### config.mk
export PLATFORM = sky130hd
export DESIGN_NAME = bblur_div
export DESIGN_NICKNAME = d
export VERILOG_FILES = /design/src/rtl/core/bblur_pkg.sv /design/src/rtl/core/bblur_div.sv
export SDC_FILE = /design/constraint.sdc
export NUM_CORES = 1
export LEC_CHECK = 0
export BUFFER_PORTS_ARGS = -buffer_cell sky130_fd_sc_hd__buf_4
export CORE_MARGIN = 3
export CORE_UTILIZATION = 40
export CTS_BUF_LIST = sky130_fd_sc_hd__clkbuf_4
export CTS_CLUSTER_SIZE = 14
export DETAILED_ROUTE_END_ITERATION = 10
export GPL_ROUTABILITY_DRIVEN = 0
export GPL_TIMING_DRIVEN = 0
export PLACE_DENSITY = 0.56
export SYNTH_ARGS = -nofsm -noshare
export SYNTH_HDL_FRONTEND = slang
export SYNTH_SLANG_ARGS = --single-unit
### constraint.sdc
create_clock -name i_clk -period 20.8 [get_ports i_clk]
set_input_delay 4.16 -clock i_clk [delete_from_list [all_inputs] [get_ports i_clk]]
set_output_delay 4.16 -clock i_clk [all_outputs]
set_load 0.05 [all_outputs]
### src/rtl/core/bblur_pkg.sv
// ----------------------------------------------------------------------------
// bblur_pkg
// types and constants shared by the box blur datapath
// ----------------------------------------------------------------------------
`default_nettype none

package bblur_pkg;

    localparam int unsigned NCH      = 3;
    localparam int unsigned PIX_W    = 8;
    localparam int unsigned COLSUM_W = 10;
    localparam int unsigned SUM_W    = 12;
    localparam int unsigned FW_W     = 12;
    localparam int unsigned FH_W     = 13;
    localparam int unsigned ROW_W    = 12;
    localparam int unsigned APB_AW   = 3;
    localparam int unsigned APB_DW   = 32;

    localparam int unsigned MAX_HEIGHT = 4096;

    localparam logic [FW_W-1:0] FRAME_WIDTH_RST  = 12'd2048;
    localparam logic [FH_W-1:0] FRAME_HEIGHT_RST = 13'd4096;

    // reciprocals scaled by 2^15, exact for rounded sums below 4096
    localparam int unsigned     RECIP_SHIFT = 15;
    localparam int unsigned     RECIP_W     = 13;
    localparam logic [RECIP_W-1:0] RECIP_9  = 13'd3641;
    localparam logic [RECIP_W-1:0] RECIP_6  = 13'd5462;

    // result kinds released by one pixel, in delivery order
    localparam int unsigned RES_MAIN   = 0;
    localparam int unsigned RES_RIGHT  = 1;
    localparam int unsigned RES_BELOW  = 2;
    localparam int unsigned RES_CORNER = 3;
    localparam int unsigned RES_N      = 4;

    typedef enum logic [0:0] {
        REG_FRAME_WIDTH  = 1'b0,
        REG_FRAME_HEIGHT = 1'b1
    } t_reg_idx;

    typedef enum logic [1:0] {
        DIV_4,
        DIV_6,
        DIV_9
    } t_div;

    // index 0 is red, 1 green, 2 blue
    typedef logic [NCH-1:0][PIX_W-1:0] t_pixel;
    typedef logic [NCH-1:0][SUM_W-1:0] t_sums;

    typedef struct packed {
        t_pixel upper;
        t_pixel middle;
    } t_line_word;

    typedef struct packed {
        logic has;
        logic top;
        logic left;
        logic last_col;
        logic last_row;
    } t_pos;

    typedef struct packed {
        t_div div;
        logic done;
        logic last;
    } t_mean_ctl;

    function automatic logic [ROW_W-1:0] last_row_of(input logic [FH_W-1:0] h);
        logic [FH_W-1:0] m;
        if (h < FH_W'(2)) begin
            m = FH_W'(2);
        end else if (h > FH_W'(MAX_HEIGHT)) begin
            m = FH_W'(MAX_HEIGHT);
        end else begin
            m = h;
        end
        return ROW_W'(m - FH_W'(1));
    endfunction

endpackage

`default_nettype wire

### src/rtl/core/bblur_div.sv
// ----------------------------------------------------------------------------
// bblur_div
// rounded division of channel sums by 4, 6 or 9, with the output register
// ----------------------------------------------------------------------------
`default_nettype none

module bblur_div (
    input  logic                  i_clk,
    input  logic                  i_rst_n,
    input  logic                  i_valid,
    input  bblur_pkg::t_sums      i_sum,
    input  bblur_pkg::t_mean_ctl  i_ctl,
    output logic                  o_ready,
    output logic                  o_valid,
    output bblur_pkg::t_pixel     o_mean,
    output bblur_pkg::t_mean_ctl  o_ctl,
    input  logic                  i_stall
);
    import bblur_pkg::*;

    localparam int unsigned PROD_W = SUM_W + RECIP_W;

    logic                          r_valid;
    t_pixel                        r_mean;
    t_mean_ctl                     r_ctl;
    t_pixel                        n_mean;
    logic [SUM_W-1:0]              half;
    logic [RECIP_W-1:0]            recip;
    logic [NCH-1:0][SUM_W-1:0]     rnd;
    logic [NCH-1:0][PROD_W-1:0]    prod;

    assign o_ready = !r_valid || !i_stall;
    assign o_valid = r_valid;
    assign o_mean  = r_mean;
    assign o_ctl   = r_ctl;

    always_comb begin
        case (i_ctl.div)
            DIV_9: begin
                half  = SUM_W'(4);
                recip = RECIP_9;
            end
            DIV_6: begin
                half  = SUM_W'(3);
                recip = RECIP_6;
            end
            default: begin
                half  = SUM_W'(2);
                recip = RECIP_6;
            end
        endcase
    end

    always_comb begin
        for (int ch = 0; ch < NCH; ch++) begin
            rnd[ch]  = i_sum[ch] + half;
            prod[ch] = PROD_W'(rnd[ch]) * PROD_W'(recip);
            case (i_ctl.div)
                DIV_9, DIV_6: n_mean[ch] = prod[ch][RECIP_SHIFT +: PIX_W];
                DIV_4:        n_mean[ch] = rnd[ch][2 +: PIX_W];
                default:      n_mean[ch] = '0;
            endcase
        end
    end

    always_ff @(posedge i_clk) begin
        if (!i_rst_n) begin
            r_valid <= 1'b0;
        end else if (i_valid && o_ready) begin
            r_valid <= 1'b1;
        end else if (!i_stall) begin
            r_valid <= 1'b0;
        end
    end

    always_ff @(posedge i_clk) begin
        if (i_valid && o_ready) begin
            r_mean <= n_mean;
            r_ctl  <= i_ctl;
        end
    end

endmodule

`default_nettype wire

==> results of run 1 <==
-- layout make-up --
type	instances	area, um^2
multi-input cells	882	9660
flip-flops and latches	29	861
well taps	384	480
clock inverters	3	46.3
inverters	384	1440
plain buffers	41	163
fillers	2827	15900
diodes	1	2.50
clock buffers	5	37.5
repair buffers	73	548
-- cells in the mapped netlist (all sizes together), types with 2 or more instances --
master  instances  area, um^2
a311oi          3        38.8
a211oi          6        45.0
nor3            4        30.0
nor2           55         209
inv           384        1440
o21ai          34         178
o31ai           7        71.3
and3            7        45.1
edfxtp         28         841
nand4           4        25.0
nor3b           2        20.0
and4            4        35.0
a21oi          43         219
nor2b           6        37.5
and2            6        37.5
o22ai          23         144
buf             6        26.3
clkbuf         34         128
a21boi          4        30.0
nand2b         10        65.1
o21a            6        45.0
xnor2          46         433
ha            179        2240
conb            2        7.51
a31oi           6        52.6
mux2i           3        30.0
o21bai          3        22.5
fa            231        4620
or2             9        56.3
xor2           25         219
nand3           9        50.1
nand2          80         300
a21o           15         114
-- how the worst min path moves through the flow --
stage,endpoint,slack (ns),cells after the start
global placement,o_valid,0.52,2
floorplan,o_valid,0.75,2
detailed placement,o_valid,0.53,2
global route,o_valid,0.56,2
CTS,o_valid,0.55,2
finish,o_valid,0.55,2
-- state kept, by name, summed over array words and instances, names as in the netlist --
signal	cells
o_mean	24
o_ctl	4
o_valid	1
-- critical path: cells and delay by family --
family                   cells  cell delay [ns]
XOR/XNOR                     2             0.72
AO/OA/AOI/OAI                7             1.50
AND/OR/NAND/NOR              2             0.36
adder cells (fa/ha/maj)      8             3.48
buffers and inverters       11             2.17
multiplexers                 1             0.48
-- metal layers --
metal | GRT usage [%] | part of all wire, % | vias to the layer above
met5 | 0 | 0 | -
met4 | 4.55 | 1.8 | 0
met3 | 2.14 | 5.2 | 22
met2 | 33.8 | 47 | 204
met1 | 29.3 | 46 | 4314
li1 | - | - | 4135
-- cells by family (layout without fill, tap and decap cells) --
kind of cell	Yosys count	after routing
buf+inv	425	506
flops	29	29
fa+ha+maj	410	410
simple gates	199	199
compound gates	157	157
other cells	2	43
mux	3	3
xor+xnor	71	71
-- through the flow --
stage               util (%)  worst slack (ns)  hold WS, ns  std cells  cell area, um^2
finish                  45.5              8.04        0.547       1802            13200
global route            45.5              7.46        0.563       1802            13200
CTS                     45.5              8.06        0.546       1801            13200
detailed placement      45.2              7.64        0.527       1793            13200
global placement        45.2              7.63        0.516       1793            13200
floorplan                  -              9.67        0.750       1336            12100
==> results by stage, run 1 <==
Outcome:
- The run finished with clean final reports.

Logic synthesis:
- The synthesized design contains 28 enable-type register cells.
- Counting distinct cell types in the post-synthesis netlist gives 63.
- Synthesis produced 1296 cells.
- The Yosys warning count is 0.
- After synthesis, the largest family of logic cells by area is adder cells.
- The netlist area before placement is 12000 um^2.
- The mux share of post-synthesis cell area is less than 1%.
- Among all flip-flop cells after synthesis, the most frequent one is sky130_fd_sc_hd__edfxtp_1.
- The post-synthesis share of cell area spent on xor and xnor gates is under 10%.
- The count of state elements after synthesis is 29.
- Counting flops with an async set or reset pin after synthesis yields a share of 0%.
- After Yosys synthesis, and, or, nand and nor cells account for a little under 8% of the synthesized area.
- Of the total synthesized cell area, the portion taken by full adders, half adders and majority gates is 57.3%.
- The post-synthesis area per instance is around 9.2 um^2.
- The synthesized-area fraction occupied by ao, oa, aoi and oai cells is between 8 and 9%.
- Sequential elements use roughly 7% of the synthesized area.

Timing:
- The max-slew headroom at the worst pin is about a third.
- The shortest clock period the worst path allows after layout is approximately 13 ns.
- The number of max-slew violations in the final report is 0.
- Setup violations remaining at the end of the flow were counted as 0.
- Of the available clock period, the critical path in the final layout requires 61.4%.
- The slew at the pin closest to its max-slew limit is 0.983 ns.
- Summed over all failing endpoints, the final setup total negative slack is 0 ns.
- The largest clock skew in the final design is 0.0283 ns.
- Setup repair after global routing left no endpoint under its margin.
- Derived from the worst setup path, the maximum achievable clock frequency is 0.0784 GHz.
- The count of endpoints failing hold in the final timing report is 0.

Routing:
- The average detailed-routed wire length per instance is around 17 um.
- Once detail routing completed, the nets flagged for antenna violations numbered 0.
- The detailed router placed between 8k and 9k vias in this run.
- For this block, the initial DRC count from the detailed router was 534.
- The final layout contains routed wiring with a total length of roughly 31000 um.
- The number of vias per cell is slightly below 5.
- After detailed routing, the number of remaining DRC violations is 0.
- The number of detailed-route iterations in the first pass is 5.

Run:
- The total of max-cap violations is 0.

Worst setup path:
- The worst setup path is launched from an input port.
- The most critical setup path has its endpoint at o_mean[22].
- The top fanout value on the critical path is 15.
- The depth of the worst register-to-register path is 2.
- The setup check on the worst reg-to-reg path leaves a slack of 19.33 ns.
- In this run the critical register-to-register path is captured at o_mean[17].
- The arrival time at the worst endpoint is 12.88 ns.
- The biggest cell delay along the critical path is slightly above 0.7 ns.
- The startpoint of the lowest-slack register-to-register path is o_valid.
- Data on the critical path is required at its endpoint by 20.92 ns.
- The first element of the critical path is i_ctl[2].
- STA classifies the critical path endpoint as a flop.
- The largest individual stage delay along the critical path comes from the cell sky130_fd_sc_hd__clkbuf_1.
- The critical path start-end classification is input port to flop.

Finish:
- The net total in the final layout is about 1.9k.
- The top cell types in the final layout, fill and taps aside, are sky130_fd_sc_hd__inv_1 (375), sky130_fd_sc_hd__fa_1 (231), sky130_fd_sc_hd__ha_1 (179).
- The fraction of layout cells with a size suffix above 1 is under 10%.
- From synthesis to final layout, the design area changed by 10.6%.
- The library cell used most frequently in the layout, excluding fill and tap cells, is sky130_fd_sc_hd__inv_1.

Floorplanning:
- The overall die area is between 30000 and 40000 um^2.
- The initial core utilization is between 40% and 50%.
- From bottom edge to top edge, the die measures 179 um.
- The floorplan step set the die width to about 180 um.
- The floorplan step defined a core boundary enclosing 29100 um^2.
- Row generation in the floorplan step produced just over 60 rows.
- For this design the top-level I/O count stands at 74.

Clock network:
- The total setup buffers inserted after CTS is 0.
- The clock passes through at most 2 buffers.
- Clock-pin slew was measured on the worst setup and hold paths at 0.11 ns.
- The clock root buffer is sky130_fd_sc_hd__clkbuf_4.
- The quantity of hold-fixing buffers added after cts is 0.
- The later pin in the worst-skew pair is clocked with a latency of around 0.42 ns.
- In this run, post-CTS repair resized a total of 0 instances.
- TritonCTS built the clock tree.
- The number of CTS-inserted buffers is 5.
- The total number of H-tree levels is 2.
- For this design, the sink count on the clock tree is 29.

Placement:
- The wire-length estimate of the detail-placed layout is between 20000 and 30000 um.
- The count of buffers from port buffering is 73.

Global route:
- The overall global routing resource usage is 20.5%.
- The pin count of the biggest net entering global routing is 29.
- The first global-routing pass estimated ~50000 um of wire.
- The via count of the first global-routing pass was ~9.3k.
- The initial antenna violation count is 1.
- The leftover overflow at the end of global routing is 0.

Worst hold path:
- The path category of the worst min-delay check is flop to flop.
- The worst hold path begins at o_valid.
Power of run 1 is left out: the tool's default activity adds up to more than one toggle a clock period on the data nets, which glitch-free logic cannot reach.
==> inputs of run 2 (changes only) <==
ABC_AREA = 1   (was not set)
clock period = 12.1 ns   (was 20.8 ns; I/O delays follow)
==> run 2 against run 1 <==
- die area up 9.9%
- cell count up 28%
- wire length up 19%
- critical endpoint is now o_mean[23]
==> results by stage, run 2 <==
Floorplanning:
- The overall die area is 35200 um^2 (was 32000 um^2).
- The number of core rows is 65 (was 62).
- The horizontal extent of the die was 188 um (was 179 um).
- The y dimension of the die was 188 um (was 179 um).
- The total core area came to 32000 um^2 (was 29100 um^2).
- The initial core utilization is 41.2% (about the same).
- The count of boundary I/O pins came to 74 (unchanged).

Timing:
- The final setup violation count is 0 (unchanged).
- RSZ-0062 raised after global routing: no (unchanged).
- The largest clock skew in the final design is 0.0159 ns (was 0.0283 ns).
- Based on the critical path, the design can be clocked at up to a little over 0.1 GHz.
- Of the available clock period, the critical path in the final layout requires about 81%.
- The count of endpoints failing hold in the final timing report is 0 (unchanged).
- The final hold slack was 0.554 ns (was 0.547 ns).
- The max-slew headroom at the worst pin came to 21.1% (was 34.4%).
- The final sum of negative setup slack is 0 ns (unchanged).
- The number of max-slew violations in the final report is 0 (unchanged).
- The shortest clock period the worst path allows after layout is 9.84 ns.
- The slew at the pin closest to its max-slew limit is 1.18 ns (was 0.983 ns).

Worst hold path:
- The path category of the worst min-delay check was flop to flop (unchanged).

Logic synthesis:
- The most area-hungry cell type in the Yosys netlist is sky130_fd_sc_hd__fa_1 (unchanged).
- The count of flip-flops with a built-in enable after synthesis was 28 (unchanged).
- The library cell with the highest instance count after synthesis is sky130_fd_sc_hd__inv_1 (unchanged).
- The post-synthesis share of cell area spent on xor and xnor gates is 0.711% (was 5.44%).
- The netlist area before placement came to 13200 um^2 (was 12000 um^2).
- The post-synthesis area per instance is 7.56 um^2 (was 9.24 um^2).
- The mux share of post-synthesis cell area is 0% (was 0.251%).
- Synth top cells by count: sky130_fd_sc_hd__inv_1 (498), sky130_fd_sc_hd__nand2_1 (393), sky130_fd_sc_hd__fa_1 (231) (was sky130_fd_sc_hd__inv_1 (375), sky130_fd_sc_hd__fa_1 (231), sky130_fd_sc_hd__ha_1 (179)).
- The count of mapped cells out of synthesis is 1745 (was 1296).
- The simple-gate share of the synthesized area is 20.5% (was 7.78%).
- The fraction of registers with async set or reset after synthesis came to 0% (unchanged).
- The number of unique standard cell types used by synthesis came to 39 (was 63).
- The Yosys warning count came to 0 (unchanged).
- Largest cells by area after synthesis: sky130_fd_sc_hd__fa_1 (35%), sky130_fd_sc_hd__ha_1 (17%), sky130_fd_sc_hd__inv_1 (14%) (was sky130_fd_sc_hd__fa_1 (39%), sky130_fd_sc_hd__ha_1 (19%), sky130_fd_sc_hd__inv_1 (12%)).
- The main combinational cell family by area after synthesis was adder cells (unchanged).
- The most instantiated flip-flop cell in the synthesis netlist is sky130_fd_sc_hd__edfxtp_1 (unchanged).
- The synthesized-area fraction occupied by ao, oa, aoi and oai cells is 4.84% (was 8.55%).
- The share of the synthesized area in the top cell type was 35.0% (was 38.6%).
- The count of state elements after synthesis is 29 (unchanged).
- The area share of fa/ha/maj cells after synthesis came to 52.0% (was 57.3%).
- The sequential cell area fraction in the yosys report is 6.52% (was 7.19%).

Routing:
- The number of vias per cell came to 4.69 (was 4.81).
- The post-route antenna net violation count is 0 (unchanged).
- The final routed DRC violation total is 0 (unchanged).
- The number of detailed-route iterations in the first pass is 5 (unchanged).
- The routed wire length is 36400 um (was 30600 um).
- The highest routing layer actually used is met4 (unchanged).
- The overall via count from detail_route is 10.8k (was 8675).
- The number of DRC markers after the initial detailed-route iteration is 723 (was 534).
- The met2 wire length is 17000 um (was 14500 um).
- The average detailed-routed wire length per instance is 15.8 um (was 17.0 um).
- The detailed-route wire length on metal 1 is 17100 um (was 14000 um).
- The met3 wirelength from detailed routing is 1750 um (was 1580 um).

Clock network:
- The total setup buffers inserted after CTS is 0 (unchanged).
- The clock root buffer was sky130_fd_sc_hd__clkbuf_4 (unchanged).
- The number of CTS-inserted buffers is 5 (unchanged).
- The number of gates resized after CTS is 0 (unchanged).
- The number of sinks on the clock net is 29 (unchanged).
- The clock latency on the worst-skew pair is 0.40 ns (was 0.42 ns).
- The total number of H-tree levels is 2 (unchanged).
- The quantity of hold-fixing buffers added after cts is 0 (unchanged).
- The clock tree from TritonCTS is built (unchanged).
- The clock-pin slew on the worst setup and hold paths is 0.11 ns (about the same).
- The maximum clock path buffer count came to 2 (unchanged).

Worst setup path:
- The top fanout value on the critical path is 15 (unchanged).
- The kind of cell adding the most delay to the critical path is adder cells (unchanged).
- The launching element type of the critical path is an input port (unchanged).
- The type of element capturing the critical path is a flop (unchanged).
- The biggest cell delay along the critical path is 0.90 ns (was 0.72 ns).
- The arrival time at the worst endpoint is 9.99 ns (was 12.88 ns).
- The required time of the worst setup path was 12.26 ns (was 20.92 ns).
- The highest-delay cell along the critical path is sky130_fd_sc_hd__clkbuf_1 (unchanged).
- The total buffers and inverters traversed by the critical path is 9 (was 11).
- The critical path start-end classification was input port to flop (unchanged).
- The setup slack of the most critical reg-to-reg path is 10.95 ns (was 19.33 ns).

Finish:
- The number of flip-flops under the largest register name was 24 (unchanged).
- Commonest cells after routing, fill and taps aside: sky130_fd_sc_hd__inv_1 (498), sky130_fd_sc_hd__nand2_1 (393), sky130_fd_sc_hd__fa_1 (231) (was sky130_fd_sc_hd__inv_1 (375), sky130_fd_sc_hd__fa_1 (231), sky130_fd_sc_hd__ha_1 (179)).
- The synthesis-to-finish area growth was 10.3% (was 10.6%).
- The net total in the final layout is 2320 (was 1870).
- The fraction of layout cells with a size suffix above 1 is 6.21% (was 7.97%).
- The number of non-filler instances in the completed layout was 2304 (was 1802).
- The number of fillers in the final layout was 3357 (was 2827).
- The commonest non-fill, non-tap cell in the layout was sky130_fd_sc_hd__inv_1 (unchanged).

Global route:
- The wire length of the first global-routing pass is 59300 um (was 50100 um).
- The leftover overflow at the end of global routing came to 0 (unchanged).
- The via count of the first global-routing pass is 11.2k (was 9298).
- The overall global routing resource usage is 21.3% (was 20.5%).
- The initial antenna violation count was 2 (was 1).
- The pin count of the biggest net entering global routing is 24 (was 29).

Placement:
- The cell total after placement is 2294 (was 1793).
- The count of buffers from port buffering came to 73 (unchanged).
- The post-DP HPWL is 32900 um (was 27200 um).

Outcome:
- Status: finished, final reports clean (unchanged).

Run:
- The total of max-cap violations is 0 (unchanged).
-- run 2: changes by cell type after synthesis, moves of 11 or more --
cell | before | now
sky130_fd_sc_hd__xnor2_1 | 42 | 3
sky130_fd_sc_hd__xor2_1 | 25 | 4
sky130_fd_sc_hd__nand2_2 | 0 | 11
sky130_fd_sc_hd__inv_1 | 375 | 498
sky130_fd_sc_hd__o22ai_1 | 23 | 0
sky130_fd_sc_hd__nand3b_1 | 1 | 14
sky130_fd_sc_hd__nor2_1 | 54 | 93
sky130_fd_sc_hd__a21oi_1 | 42 | 71
sky130_fd_sc_hd__nand2_1 | 80 | 393
sky130_fd_sc_hd__nand3_1 | 8 | 88
-- run 2: area by class of cell --
cell class / count / area [um^2] / area share, %
clock inverters: 2 / 33.8 / 0.232
repair buffers: 74 / 568 / 3.90
inverters: 501 / 1880 / 12.9
flip-flops and latches: 29 / 861 / 5.91
well taps: 435 / 544 / 3.74
clock buffers: 6 / 45.0 / 0.309
diodes: 2 / 5.00 / 0.0344
plain buffers: 39 / 151 / 1.04
multi-input cells: 1216 / 10500 / 71.9
-- run 2: through the flow --
step           utilization, %  cell area, um^2  setup slack [ns]
3_5_place_dp             45.2            14500              1.93
2_1_floorplan               -            13300              3.64
5_1_grt                  45.4            14600              1.94
3_3_place_gp             45.1            14400              1.98
6_report                 45.4            14600              2.26
4_1_cts                  45.4            14600              2.34
-- run 2: cells by family (layout without fill, tap and decap cells) --
logic type,count (synthesis),in the layout
flip-flops,29,29
AO/OA/AOI/OAI,113,113
buffers and inverters,540,622
XOR/XNOR,9,9
adder cells (fa/ha/maj),410,410
other,2,44
AND/OR/NAND/NOR,642,642
-- run 2: per-layer routing --
layer / GRT usage [%] / up-vias
li1: - / 5384
met1: 30.6 / 5144
met2: 35.4 / 247
met3: 2.09 / 32
met4: 4.24 / 0
met5: 0 / -
-- run 2: final timing paths --
check / from / to / depth (start not counted)
min reg2reg: o_valid / o_valid / 2
min: o_valid / o_valid / 2
max reg2reg: o_valid / o_mean[8] / 2
max: i_ctl[2] / o_mean[23] / 31
-- run 2: worst reg2reg max path: stages (launching register included) --
cell                      delay [ns]
sky130_fd_sc_hd__dfxtp_1        0.36
sky130_fd_sc_hd__a21oi_4        0.25
sky130_fd_sc_hd__buf_12         0.24
Power of run 2 is left out for the same reason.
